### src/assert_macros.svh
// Assertion macros used by the timer table datapath.
// Expects clk and an active-low rst_n in the scope of each use.
`ifndef ASSERT_MACROS_SVH
`define ASSERT_MACROS_SVH

// same-cycle implication
`define ASSERT_IMPL(lbl, ante, cons, msg) \
  lbl: assert property (@(posedge clk) disable iff (!rst_n) (ante) |-> (cons)) else $error(msg);

// next-cycle implication
`define ASSERT_NEXT(lbl, ante, cons, msg) \
  lbl: assert property (@(posedge clk) disable iff (!rst_n) (ante) |=> (cons)) else $error(msg);

`endif

### src/ostt_pkg.sv
// Package for the one-shot timer table: widths, result kinds and the
// command/status structs between controller and datapath. No dependencies.
`default_nettype none
package ostt_pkg;

  localparam int SLOTS_DEF  = 16;
  localparam int DELAY_W    = 31;
  localparam int ID_W       = 16;
  localparam int KIND_W     = 2;
  localparam int IN_DATA_W  = 48;
  localparam int OUT_DATA_W = 16;

  typedef enum logic [KIND_W-1:0] {
    KIND_SCHED   = 2'd0,
    KIND_FULL    = 2'd1,
    KIND_EXPIRED = 2'd2,
    KIND_IDLE    = 2'd3
  } kind_t;

  typedef struct packed {
    logic load;
    logic sched;
    logic tick;
    logic drain;
  } cmd_t;

  typedef struct packed {
    logic sched_done;
    logic tick_done;
    logic drain_done;
  } sts_t;

endpackage
`default_nettype wire

### src/ostt_ctrl.sv
// Controller for the one-shot timer table: sequences schedule, tick scan
// and final result. Depends on ostt_pkg.
`default_nettype none
module ostt_ctrl (
  input  wire logic          clk,
  input  wire logic          rst_n,
  input  wire logic          in_valid,
  input  wire logic          in_op,
  output logic               in_ready,
  output ostt_pkg::cmd_t     cmd,
  input  wire ostt_pkg::sts_t sts
);
  import ostt_pkg::*;

  typedef enum logic [1:0] {S_IDLE, S_SCHED, S_TICK, S_DRAIN} state_t;

  state_t state_r, state_nxt;
  logic   accept;

  assign in_ready = (state_r == S_IDLE);
  assign accept   = in_valid && in_ready;

  always_comb begin
    cmd.load  = accept;
    cmd.sched = (state_r == S_SCHED);
    cmd.tick  = (state_r == S_TICK);
    cmd.drain = (state_r == S_DRAIN);
  end

  always_comb begin
    state_nxt = state_r;
    case (state_r)
      S_IDLE: begin
        if (accept) state_nxt = in_op ? S_SCHED : S_TICK;
      end
      S_SCHED: begin
        if (sts.sched_done) state_nxt = S_IDLE;
      end
      S_TICK: begin
        if (sts.tick_done) state_nxt = S_DRAIN;
      end
      S_DRAIN: begin
        if (sts.drain_done) state_nxt = S_IDLE;
      end
      default: state_nxt = S_IDLE;
    endcase
  end

  always_ff @(posedge clk) begin
    if (!rst_n) begin
      state_r <= S_IDLE;
    end else begin
      state_r <= state_nxt;
    end
  end

endmodule
`default_nettype wire

### src/ostt_dp.sv
// Datapath for the one-shot timer table: live bits, slot memory, scan
// counter, pending expiry and output register. Depends on ostt_pkg.
`default_nettype none
`include "assert_macros.svh"
module ostt_dp #(
  parameter int SLOTS = ostt_pkg::SLOTS_DEF
) (
  input  wire logic                        clk,
  input  wire logic                        rst_n,
  input  wire ostt_pkg::cmd_t              cmd,
  output ostt_pkg::sts_t                   sts,
  input  wire logic [ostt_pkg::DELAY_W-1:0] in_delay,
  input  wire logic [ostt_pkg::ID_W-1:0]    in_id,
  output logic                             out_valid,
  input  wire logic                        out_ready,
  output ostt_pkg::kind_t                  out_kind,
  output logic [ostt_pkg::ID_W-1:0]        out_id,
  output logic                             out_last
);
  import ostt_pkg::*;

  localparam int IW = (SLOTS > 1) ? $clog2(SLOTS) : 1;
  localparam int MW = ID_W + 2 * DELAY_W;

  logic [MW-1:0]      mem [SLOTS];
  logic [MW-1:0]      rd_word_r;
  logic [SLOTS-1:0]   live_r, live_nxt;
  logic [IW-1:0]      idx_r, idx_nxt, rd_idx_r;
  logic               rd_vld_r, rd_vld_nxt, iss_done_r, iss_done_nxt;
  logic               pend_vld_r, pend_vld_nxt;
  logic [ID_W-1:0]    pend_id_r;
  logic [DELAY_W-1:0] delay_r;
  logic [ID_W-1:0]    id_r;
  logic               out_vld_r, out_vld_nxt;
  kind_t              out_kind_r;
  logic [ID_W-1:0]    out_id_r;
  logic               out_last_r;

  logic [DELAY_W-1:0] rd_count, rd_target;
  logic [ID_W-1:0]    rd_ident;
  logic               out_free, cur_free, at_end, sched_res;
  logic               ev_live, ev_exp, stall, adv, mem_re, mem_we, drain_push;
  logic [IW-1:0]      mem_wa;
  logic [MW-1:0]      mem_wd;
  logic               push, push_last;
  kind_t              push_kind;
  logic [ID_W-1:0]    push_id;

  assign rd_count  = rd_word_r[DELAY_W-1:0];
  assign rd_target = rd_word_r[2*DELAY_W-1:DELAY_W];
  assign rd_ident  = rd_word_r[MW-1:2*DELAY_W];

  assign out_free   = !out_vld_r || out_ready;
  assign cur_free   = !live_r[idx_r];
  assign at_end     = (idx_r == IW'(SLOTS - 1));
  assign sched_res  = cmd.sched && (cur_free || at_end) && out_free;

  assign ev_live    = rd_vld_r && live_r[rd_idx_r];
  assign ev_exp     = ev_live && !(rd_count < rd_target);
  assign stall      = ev_exp && pend_vld_r && !out_free;
  assign adv        = cmd.tick && !stall;
  assign mem_re     = adv && !iss_done_r;
  assign drain_push = cmd.drain && out_free;

  assign mem_we = (sched_res && cur_free) || (adv && ev_live && !ev_exp);
  assign mem_wa = cmd.sched ? idx_r : rd_idx_r;
  assign mem_wd = cmd.sched ? {id_r, delay_r, DELAY_W'(0)}
                            : {rd_ident, rd_target, rd_count + DELAY_W'(1)};

  always_comb begin
    push      = 1'b0;
    push_kind = KIND_IDLE;
    push_id   = '0;
    push_last = 1'b1;
    if (sched_res) begin
      push      = 1'b1;
      push_kind = cur_free ? KIND_SCHED : KIND_FULL;
    end else if (adv && ev_exp && pend_vld_r) begin
      push      = 1'b1;
      push_kind = KIND_EXPIRED;
      push_id   = pend_id_r;
      push_last = 1'b0;
    end else if (drain_push) begin
      push      = 1'b1;
      push_kind = pend_vld_r ? KIND_EXPIRED : KIND_IDLE;
      push_id   = pend_vld_r ? pend_id_r : '0;
    end
  end

  always_comb begin
    live_nxt     = live_r;
    idx_nxt      = idx_r;
    rd_vld_nxt   = rd_vld_r;
    iss_done_nxt = iss_done_r;
    pend_vld_nxt = pend_vld_r;
    out_vld_nxt  = out_vld_r;
    if (out_vld_r && out_ready) out_vld_nxt = 1'b0;
    if (push) out_vld_nxt = 1'b1;
    if (cmd.load) begin
      idx_nxt      = '0;
      rd_vld_nxt   = 1'b0;
      iss_done_nxt = 1'b0;
    end
    if (cmd.sched) begin
      if (sched_res && cur_free) live_nxt[idx_r] = 1'b1;
      if (!(cur_free || at_end)) idx_nxt = idx_r + IW'(1);
    end
    if (adv) begin
      rd_vld_nxt = mem_re;
      if (mem_re) begin
        if (at_end) iss_done_nxt = 1'b1;
        else idx_nxt = idx_r + IW'(1);
      end
      if (ev_exp) begin
        live_nxt[rd_idx_r] = 1'b0;
        pend_vld_nxt       = 1'b1;
      end
    end
    if (drain_push) pend_vld_nxt = 1'b0;
  end

  always_ff @(posedge clk) begin
    if (!rst_n) begin
      live_r     <= '0;
      idx_r      <= '0;
      rd_vld_r   <= 1'b0;
      iss_done_r <= 1'b0;
      pend_vld_r <= 1'b0;
      out_vld_r  <= 1'b0;
    end else begin
      live_r     <= live_nxt;
      idx_r      <= idx_nxt;
      rd_vld_r   <= rd_vld_nxt;
      iss_done_r <= iss_done_nxt;
      pend_vld_r <= pend_vld_nxt;
      out_vld_r  <= out_vld_nxt;
    end
  end

  always_ff @(posedge clk) begin
    if (cmd.load) begin
      delay_r <= in_delay;
      id_r    <= in_id;
    end
    if (mem_re) rd_idx_r <= idx_r;
    if (adv && ev_exp) pend_id_r <= rd_ident;
    if (push) begin
      out_kind_r <= push_kind;
      out_id_r   <= push_id;
      out_last_r <= push_last;
    end
  end

  always_ff @(posedge clk) begin
    if (mem_we) mem[mem_wa] <= mem_wd;
    if (mem_re) rd_word_r <= mem[idx_r];
  end

  always_comb begin
    sts.sched_done = sched_res;
    sts.tick_done  = cmd.tick && iss_done_r && !rd_vld_r;
    sts.drain_done = drain_push;
  end

  assign out_valid = out_vld_r;
  assign out_kind  = out_kind_r;
  assign out_id    = out_id_r;
  assign out_last  = out_last_r;

  `ASSERT_IMPL(a_push_free, push, out_free, "item pushed into occupied output register")
  `ASSERT_NEXT(a_exp_pend, adv && ev_exp, pend_vld_r, "expiry not held as pending")
  `ASSERT_IMPL(a_rw_apart, mem_we && mem_re, mem_wa != idx_r, "slot written and read together")

endmodule
`default_nettype wire

### src/one_shot_timer_table_unit.sv
// Top level of the one-shot timer table: stream ports, controller and
// datapath. Depends on ostt_pkg, ostt_ctrl and ostt_dp.
//
//   port group  role     tdata / tuser / tlast
//   in_*        slave    tdata {timer_id, delay_ticks}, tuser op
//   out_*       master   tdata expired_id, tuser kind, tlast last
//
// Schedule: accept, then scan the slots up to the first free one.
// Tick: accept, a pass through the slot memory read pipeline, then the final
// item.
// Reset clears the live bits at once; the slot memory needs no clearing pass.
// A held output item stalls a schedule result and the final item, and with a
// second expiry pending freezes the tick scan.
`default_nettype none
module one_shot_timer_table_unit #(
  parameter int SLOTS = ostt_pkg::SLOTS_DEF
) (
  input  wire logic                            clk,
  input  wire logic                            rst_n,
  input  wire logic                            in_tvalid,
  output logic                                 in_tready,
  input  wire logic [ostt_pkg::IN_DATA_W-1:0]  in_tdata,   // delay_ticks, timer_id, pad
  input  wire logic [0:0]                      in_tuser,   // op
  output logic                                 out_tvalid,
  input  wire logic                            out_tready,
  output logic [ostt_pkg::OUT_DATA_W-1:0]      out_tdata,  // expired_id
  output logic [ostt_pkg::KIND_W-1:0]          out_tuser,  // kind
  output logic                                 out_tlast
);
  import ostt_pkg::*;

  cmd_t  cmd;
  sts_t  sts;
  kind_t kind;

  ostt_ctrl u_ctrl (
    .clk      (clk),
    .rst_n    (rst_n),
    .in_valid (in_tvalid),
    .in_op    (in_tuser[0]),
    .in_ready (in_tready),
    .cmd      (cmd),
    .sts      (sts)
  );

  ostt_dp #(
    .SLOTS (SLOTS)
  ) u_dp (
    .clk       (clk),
    .rst_n     (rst_n),
    .cmd       (cmd),
    .sts       (sts),
    .in_delay  (in_tdata[DELAY_W-1:0]),
    .in_id     (in_tdata[DELAY_W+ID_W-1:DELAY_W]),
    .out_valid (out_tvalid),
    .out_ready (out_tready),
    .out_kind  (kind),
    .out_id    (out_tdata),
    .out_last  (out_tlast)
  );

  assign out_tuser = kind;

endmodule
`default_nettype wire

### config.mk
export PLATFORM = sky130hd
export DESIGN_NAME = one_shot_timer_table_unit
export DESIGN_NICKNAME = d
export VERILOG_FILES = /design/src/ostt_pkg.sv /design/src/ostt_ctrl.sv /design/src/ostt_dp.sv /design/src/one_shot_timer_table_unit.sv
export VERILOG_INCLUDE_DIRS = /design/src /design/src/src
export SDC_FILE = /design/constraint.sdc
export NUM_CORES = 1
export LEC_CHECK = 0
export BUFFER_PORTS_ARGS = -buffer_cell sky130_fd_sc_hd__buf_2
export CAP_MARGIN = 30
export CELL_PAD_IN_SITES_DETAIL_PLACEMENT = 1
export CELL_PAD_IN_SITES_GLOBAL_PLACEMENT = 1
export CORE_ASPECT_RATIO = 2
export CORE_MARGIN = 5
export CORE_UTILIZATION = 60
export DETAILED_ROUTE_END_ITERATION = 8
export PLACE_DENSITY = 0.9
export SYNTH_ARGS = -nofsm -noshare
export SYNTH_HDL_FRONTEND = slang
export SYNTH_HIERARCHICAL = 1
export SYNTH_SLANG_ARGS = --single-unit
### constraint.sdc
create_clock -name clk -period 9 [get_ports clk]
set_input_delay 0.45 -clock clk [delete_from_list [all_inputs] [get_ports clk]]
set_output_delay 0.45 -clock clk [all_outputs]
set_load 0.01 [all_outputs]
==> results.cfg, run 1 <==
[run_status]
status = finished clean

[timing]
finalHoldViolations = 0
rsz0062_at_grt = false
max-slew-margin-rel_pct = 9.31
finalCriticalPeriod_ns = 6.03
finalSetupViolations = 0
clock.fmax_mhz = 166
tns_ns = 0
fin_worst_skew_ns = 0.0514
fin_crit_sh_pct = 67.0
maxSlewViolCount = 0
timing.hold.ws_ns = 0.113
worst_pin_slew_ns = 1.36
timing.final.ws_setup_ns = 2.97

[setup_path]
arrival_ns = 6.38
cp-end-kind = flop
worstPathMaxFanout = 39
crit_family = compound AO/OA/AOI/OAI gates
critPathBufInv = 4
cpMaxStageDelayCell = buf_4
crit_path_max_incr_delay_ns = 0.81
cp_cell_sequence = inv_1 -> ha_1 -> a211oi_1 -> o21ai_0 -> a311oi_1 -> o21ai_0 -> a211oi_1 -> o22ai_1 -> buf_4 -> nor2_4 -> buf_4 -> buf_4
cp.required_ns = 9.35
cp-start-kind = flop
path_class = flop to flop
path_common_cell = buf_4

[floorplanning]
die_width_um = 225
core-area_um2 = 92300
die_h_um = 440
die_area_um2 = 99200
start_util_pct = 60.2
io_pins = 74
rows = 158

[clock_tree]
clk_pin_slew_ns = 0.08
post-cts-setup-buffers = 0
h-tree-depth = 3
cts_tree = done
cts_sinks = 1438
cts_root_buffer = clkbuf_16
hold_buffers = 47
cts_buffers = 115
cts_resized = 0
insertion_delay_ns = 0.76
cts_buffer_depth = 3

[logic_synthesis]
syn_inst = 2461
synth_nets = 2549
synth_edf_count = 1412
yosys_most_used_dff = edfxtp_1
ys_seq_area_share_pct = 77.2
synth_async_sr_flop_share_pct = 0
synth.most_common_cell = edfxtp_1
synth_cell_type_count = 70
synth_common_cells = edfxtp_1, mux4_2, nand2_1, nor2_1, clkbuf_1
synth_top_area_share_pct = 76.3
yosys_warnings = 6
synth.cell_area_um2 = 55600
synthTopCellsByArea = edfxtp_1, mux4_2, dfxtp_1
ys_seq_elements = 1438
yosysTopAreaCell = edfxtp_1
syn_avg_cell_area_um2 = 22.6

[final_layout]
fill_cells = 6929
final_cells = 3981
antenna_cells = 0
nets = 2770
fin_area_um2 = 62500
post-route-util_pct = 67.7
areaGrowthSynthToFinish_pct = 12.5
drive_gt1_share_pct = 29.6

[power_and_ir_drop]
p_sw_share_pct = 23.4
seqPwrFrac_pct = 53.5
total_leakage_power_nw = 19.6
clock_power_share_pct = 38.1
p_total_mw = 14.4
p_per_area_nw_per_um2 = 230
irDropWorstVdd_mv = 0.293
switchingPower_mw = 3.36
p_int_mw = 11.0
combinationalPowerShare_pct = 8.3

[detailed_routing]
ant_nets = 0
vias_per_cell = 7.42
drt_iter0_drc = 5163
post_drt_wl_per_cell_um = 42.6
wl_um = 170000
wl_met3_um = 18200
drc = 0
met1_length_um = 52500
drtPass1Iterations = 5
vias = 29500
wl_met2_um = 88700
top_layer = met4

[placement]
pre_cts_ws_ns = 3.42
gp_congestion = 0.802
placed_area_um2 = 57900
placed_cells = 3700
portBuffers = 72
dp_hpwl_um = 76500

[grt]
grt_max_degree = 141
antenna_found_initial = 0
grt_pass1_vias = 31200
grt_overflow = 0
grt_pass1_wl_um = 240000
grt_usage_pct = 34.4

[hold_path]
worstHoldPathType = input pin to flop

[job]
max-cap-violations = 0
area by class of cell:
type                       instances  area [µm²]  share of cell area, %
clock buffer                     132        2990                   4.79
sequential                      1438       42900                   68.7
inverter                          45         174                  0.278
multi-input combinational        859       12100                   19.3
clock inverter                    84         950                   1.52
tap                             1200        1500                   2.40
timing repair buffer             223        1890                   3.02
power groups by stage:
| stage | clock, mW | combinational [mW] | sequential, mW |
|---|---|---|---|
| after detailed placement | 0 | 1.07 | 7.82 |
| final | 5.48 | 1.20 | 7.69 |
| after floorplan | 0 | 0.741 | 7.79 |
| after global routing | 5.89 | 1.24 | 7.69 |
| after CTS | 5.42 | 1.14 | 7.69 |
| after global placement | 0 | 0.956 | 7.82 |
cell families (layout without fill, tap and decap cells):
kind of cell	Yosys count	in the layout	synth area share, %
buf+inv	164	484	1.28
simple gates	242	242	2.21
mux	423	423	16.5
compound gates	131	131	1.54
xor+xnor	28	28	0.441
fa+ha+maj	35	35	0.788
flops	1438	1438	77.2
worst min-delay path: stages:
cell and delay, ns:
buf_2 0.10, nor2b_1 0.07, nor2_1 0.11, a21boi_0 0.09
worst paths after layout:
check / start / to / slack, ns / cells after the start
worst min register to register: u_dp/rd_word_r[62] / u_dp/pend_id_r[0] / 0.45 / 0
worst max register to register: u_dp/rd_word_r[39] / u_dp/mem[12][65] / 2.97 / 12
worst min-delay path: out_tready / u_dp/out_valid / 0.11 / 4
worst max-delay path: u_dp/rd_word_r[39] / u_dp/mem[12][65] / 2.97 / 12
per-layer routing:
layer	global-route usage (%)	vias up
met5	0	-
met4	16.0	0
met3	6.42	648
met2	58.8	2901
met1	43.0	15200
li1	-	10800
registers in the layout, summed over array words and instances (netlist names):
| register | count |
|---|---|
| u_dp/mem | 1248 |
| u_dp/rd_word_r | 78 |
| u_dp/delay_r | 31 |
| u_dp/id_r | 16 |
| u_dp/live_r | 16 |
| u_dp/out_id | 16 |
| u_dp/pend_id_r | 16 |
| u_dp/idx_r | 4 |
| u_dp/rd_idx_r | 4 |
| u_ctrl/state_r | 2 |
| u_dp/out_kind | 2 |
| u_dp/iss_done_r | 1 |
| u_dp/out_last | 1 |
| u_dp/out_valid | 1 |
| u_dp/pend_vld_r | 1 |
| u_dp/rd_vld_r | 1 |
cell usage in the layout, fill, tap and decap left out, drive strengths merged, types with 17 or more instances in the layout:
master       count
a21oi           19
and3            37
buf            172
bufinv          18
clkbuf         136
clkinv          48
dfxtp           26
dlygate4sd3     47
edfxtp        1412
ha              35
inv             49
mux2            17
mux4           394
nand2           65
nor2            64
o21ai           56
Power figures use the tool's default switching activity.
==> inputs of run 2 (changes only) <==
CORE_UTILIZATION = 56   (was 60)
PLACE_DENSITY = 0.85   (was 0.9)
clock period = 5.9 ns   (was 9 ns; I/O delays follow)
==> run 2 against run 1 <==
Effect of this change: sequential share of layout area grew 0.20 points; sequential cell count stayed put; largest cell class unchanged; final cell count up 2.6%; combinational power up 44%; design area fell by 0.28%; clock skew decreased by 0.020 ns; hold slack better by 0.014 ns; clock power rose by 42%; sequential power grew 52%; wire length is 11% lower; critical endpoint is now u_dp/mem[5][8]; maximum frequency grew 24%.
==> results.cfg, run 2 (synthesized netlist as in run 1, its figures left out) <==
[placement]
pre_cts_ws_ns = 1.23
placed_area_um2 = 58000
gp_congestion = 0.839
portBuffers = 72
dp_hpwl_um = 73200
placed_cells = 3816

[floorplanning]
io_pins = 74
rows = 163
die_width_um = 233
start_util_pct = 56.3
die_h_um = 456
core-area_um2 = 98700
die_area_um2 = 106000

[setup_path]
path_class = flop to flop
cpMaxStageDelayCell = nor2_4
r2r_slack_ns = 1.04
arrival_ns = 5.27
reg2reg_depth = 10
reg2reg_to = u_dp/mem[5][8]
cp.required_ns = 6.30
cp-end-kind = flop
cp-start-kind = flop
worstPathMaxFanout = 25
r2r-start = u_dp/rd_word_r[8]
crit_path_max_incr_delay_ns = 0.71
cp_cell_sequence = ha_1 -> a211oi_1 -> o21ai_0 -> a311oi_1 -> o21ai_0 -> a211oi_1 -> o21ai_0 -> buf_2 -> nor2_4 -> buf_12
critPathBufInv = 2
crit_family = compound AO/OA/AOI/OAI gates
path_common_cell = o21ai_0

[timing]
clock.fmax_mhz = 206
finalHoldViolations = 0
maxSlewViolCount = 0
max-slew-margin-rel_pct = 20.2
rsz0062_at_grt = false
timing.hold.ws_ns = 0.127
fin_worst_skew_ns = 0.0316
finalCriticalPeriod_ns = 4.86
timing.final.ws_setup_ns = 1.04
tns_ns = 0
fin_crit_sh_pct = 82.4
worst_pin_slew_ns = 1.18
finalSetupViolations = 0

[detailed_routing]
vias = 28000
vias_per_cell = 6.85
drtPass1Iterations = 6
post_drt_wl_per_cell_um = 36.8
ant_nets = 0
drt_iter0_drc = 3907
drc = 0
wl_um = 150000

[power_and_ir_drop]
combinationalPowerShare_pct = 8.2
p_per_area_nw_per_um2 = 341
switchingPower_mw = 4.76
irDropWorstVdd_mv = 0.302
total_leakage_power_nw = 19.4
p_total_mw = 21.2
seqPwrFrac_pct = 55.2
clock_power_share_pct = 36.6
p_sw_share_pct = 22.4
p_int_mw = 16.5

[final_layout]
final_cells = 4086
post-route-util_pct = 63.2
fill_cells = 7899
largest_reg_flops = 1248
nets = 2761
antenna_cells = 0
drive_gt1_share_pct = 28.4
final_common_cell = edfxtp_1
final_cell_mix = edfxtp_1, mux4_2, clkbuf_16, buf_2, nand2_1
areaGrowthSynthToFinish_pct = 12.2
fin_area_um2 = 62300
reg.largest.list = u_dp/mem x1248, u_dp/rd_word_r x78, u_dp/delay_r x31
largest-register = u_dp/mem

[clock_tree]
cts_tree = done
insertion_delay_ns = 0.74
cts_root_buffer = clkbuf_16
post-cts-setup-buffers = 0
cts_buffer_depth = 3
h-tree-depth = 3
cts_sinks = 1438
clk_pin_slew_ns = 0.07
cts_buffers = 112

[hold_path]
worstHoldStart = rst_n
worstHoldPathType = input pin to flop
hold-path-endpoint = u_dp/pend_vld_r
min_path_cells = 2

[run_status]
status = finished clean

[job]
max-cap-violations = 0

[grt]
grt_pass1_wl_um = 218000
grt_overflow = 0
grt_pass1_vias = 29900
antenna_found_initial = 1
grt_usage_pct = 28.5
grt_max_degree = 171
-- run 2: changes by cell type in the layout (fill, tap and decap cells not counted), sizes merged --
cell,before,now
bufinv,18,12
dlygate4sd3,47,51
buf,172,166
clkbuf,136,141
clkinv,48,40
inv,49,47
clkinvlp,14,12
-- run 2: layout make-up --
cell class | instances | area (µm²) | area share (%)
repair buffers | 217 | 1840 | 2.95
clock inverters | 66 | 647 | 1.04
multi-input cells | 859 | 12100 | 19.4
inverters | 45 | 174 | 0.279
clock buffers | 141 | 3020 | 4.84
well taps | 1320 | 1650 | 2.65
flip-flops and latches | 1438 | 42900 | 68.9
-- run 2: worst max-delay path by stage --
stage	start	endpoint	slack [ns]	cells past startpoint
2_1_floorplan	u_dp/rd_word_r[18]	u_dp/mem[7][0]	-0.006	8
3_3_place_gp	u_dp/rd_word_r[8]	u_dp/mem[7][53]	1.11	9
3_5_place_dp	u_dp/rd_word_r[8]	u_dp/mem[5][40]	1.23	10
4_1_cts	u_dp/rd_word_r[8]	u_dp/mem[7][40]	1.10	10
5_1_grt	u_dp/rd_word_r[8]	u_dp/mem[7][72]	1.01	10
6_report	u_dp/rd_word_r[8]	u_dp/mem[5][8]	1.04	10
-- run 2: worst reg2reg max path, stage by stage, from the launching register on --
cell	delay, ns
edfxtp_1	0.48
ha_1	0.36
a211oi_1	0.27
o21ai_0	0.14
a311oi_1	0.47
o21ai_0	0.46
a211oi_1	0.68
o21ai_0	0.34
buf_2	0.27
nor2_4	0.71
buf_12	0.30
-- run 2: power by group through the flow --
stage                     logic, mW  clock network (mW)  registers [mW]
after floorplan                1.13                   0            11.9
after global placement         1.48                   0            11.9
after detailed placement       1.62                   0            11.9
after CTS                      1.69                7.80            11.7
after global routing           1.82                8.41            11.7
final                          1.73                7.77            11.7
-- run 2: repair_timing --
item | CTS | global route
hold buffers | 51 | 0
gates resized for setup | 0 | 0
endpoints found under the hold margin | 50 | 0
-- run 2: routing by layer --
metal / GRT usage, % / share of wire [%] / vias up
met3: 4.39 / 8.7 / 424
li1: - / - / 10800
met2: 49.5 / 53 / 2107
met5: 0 / 0.013 / -
met1: 36.0 / 33 / 14700
met4: 12.1 / 5.2 / 2
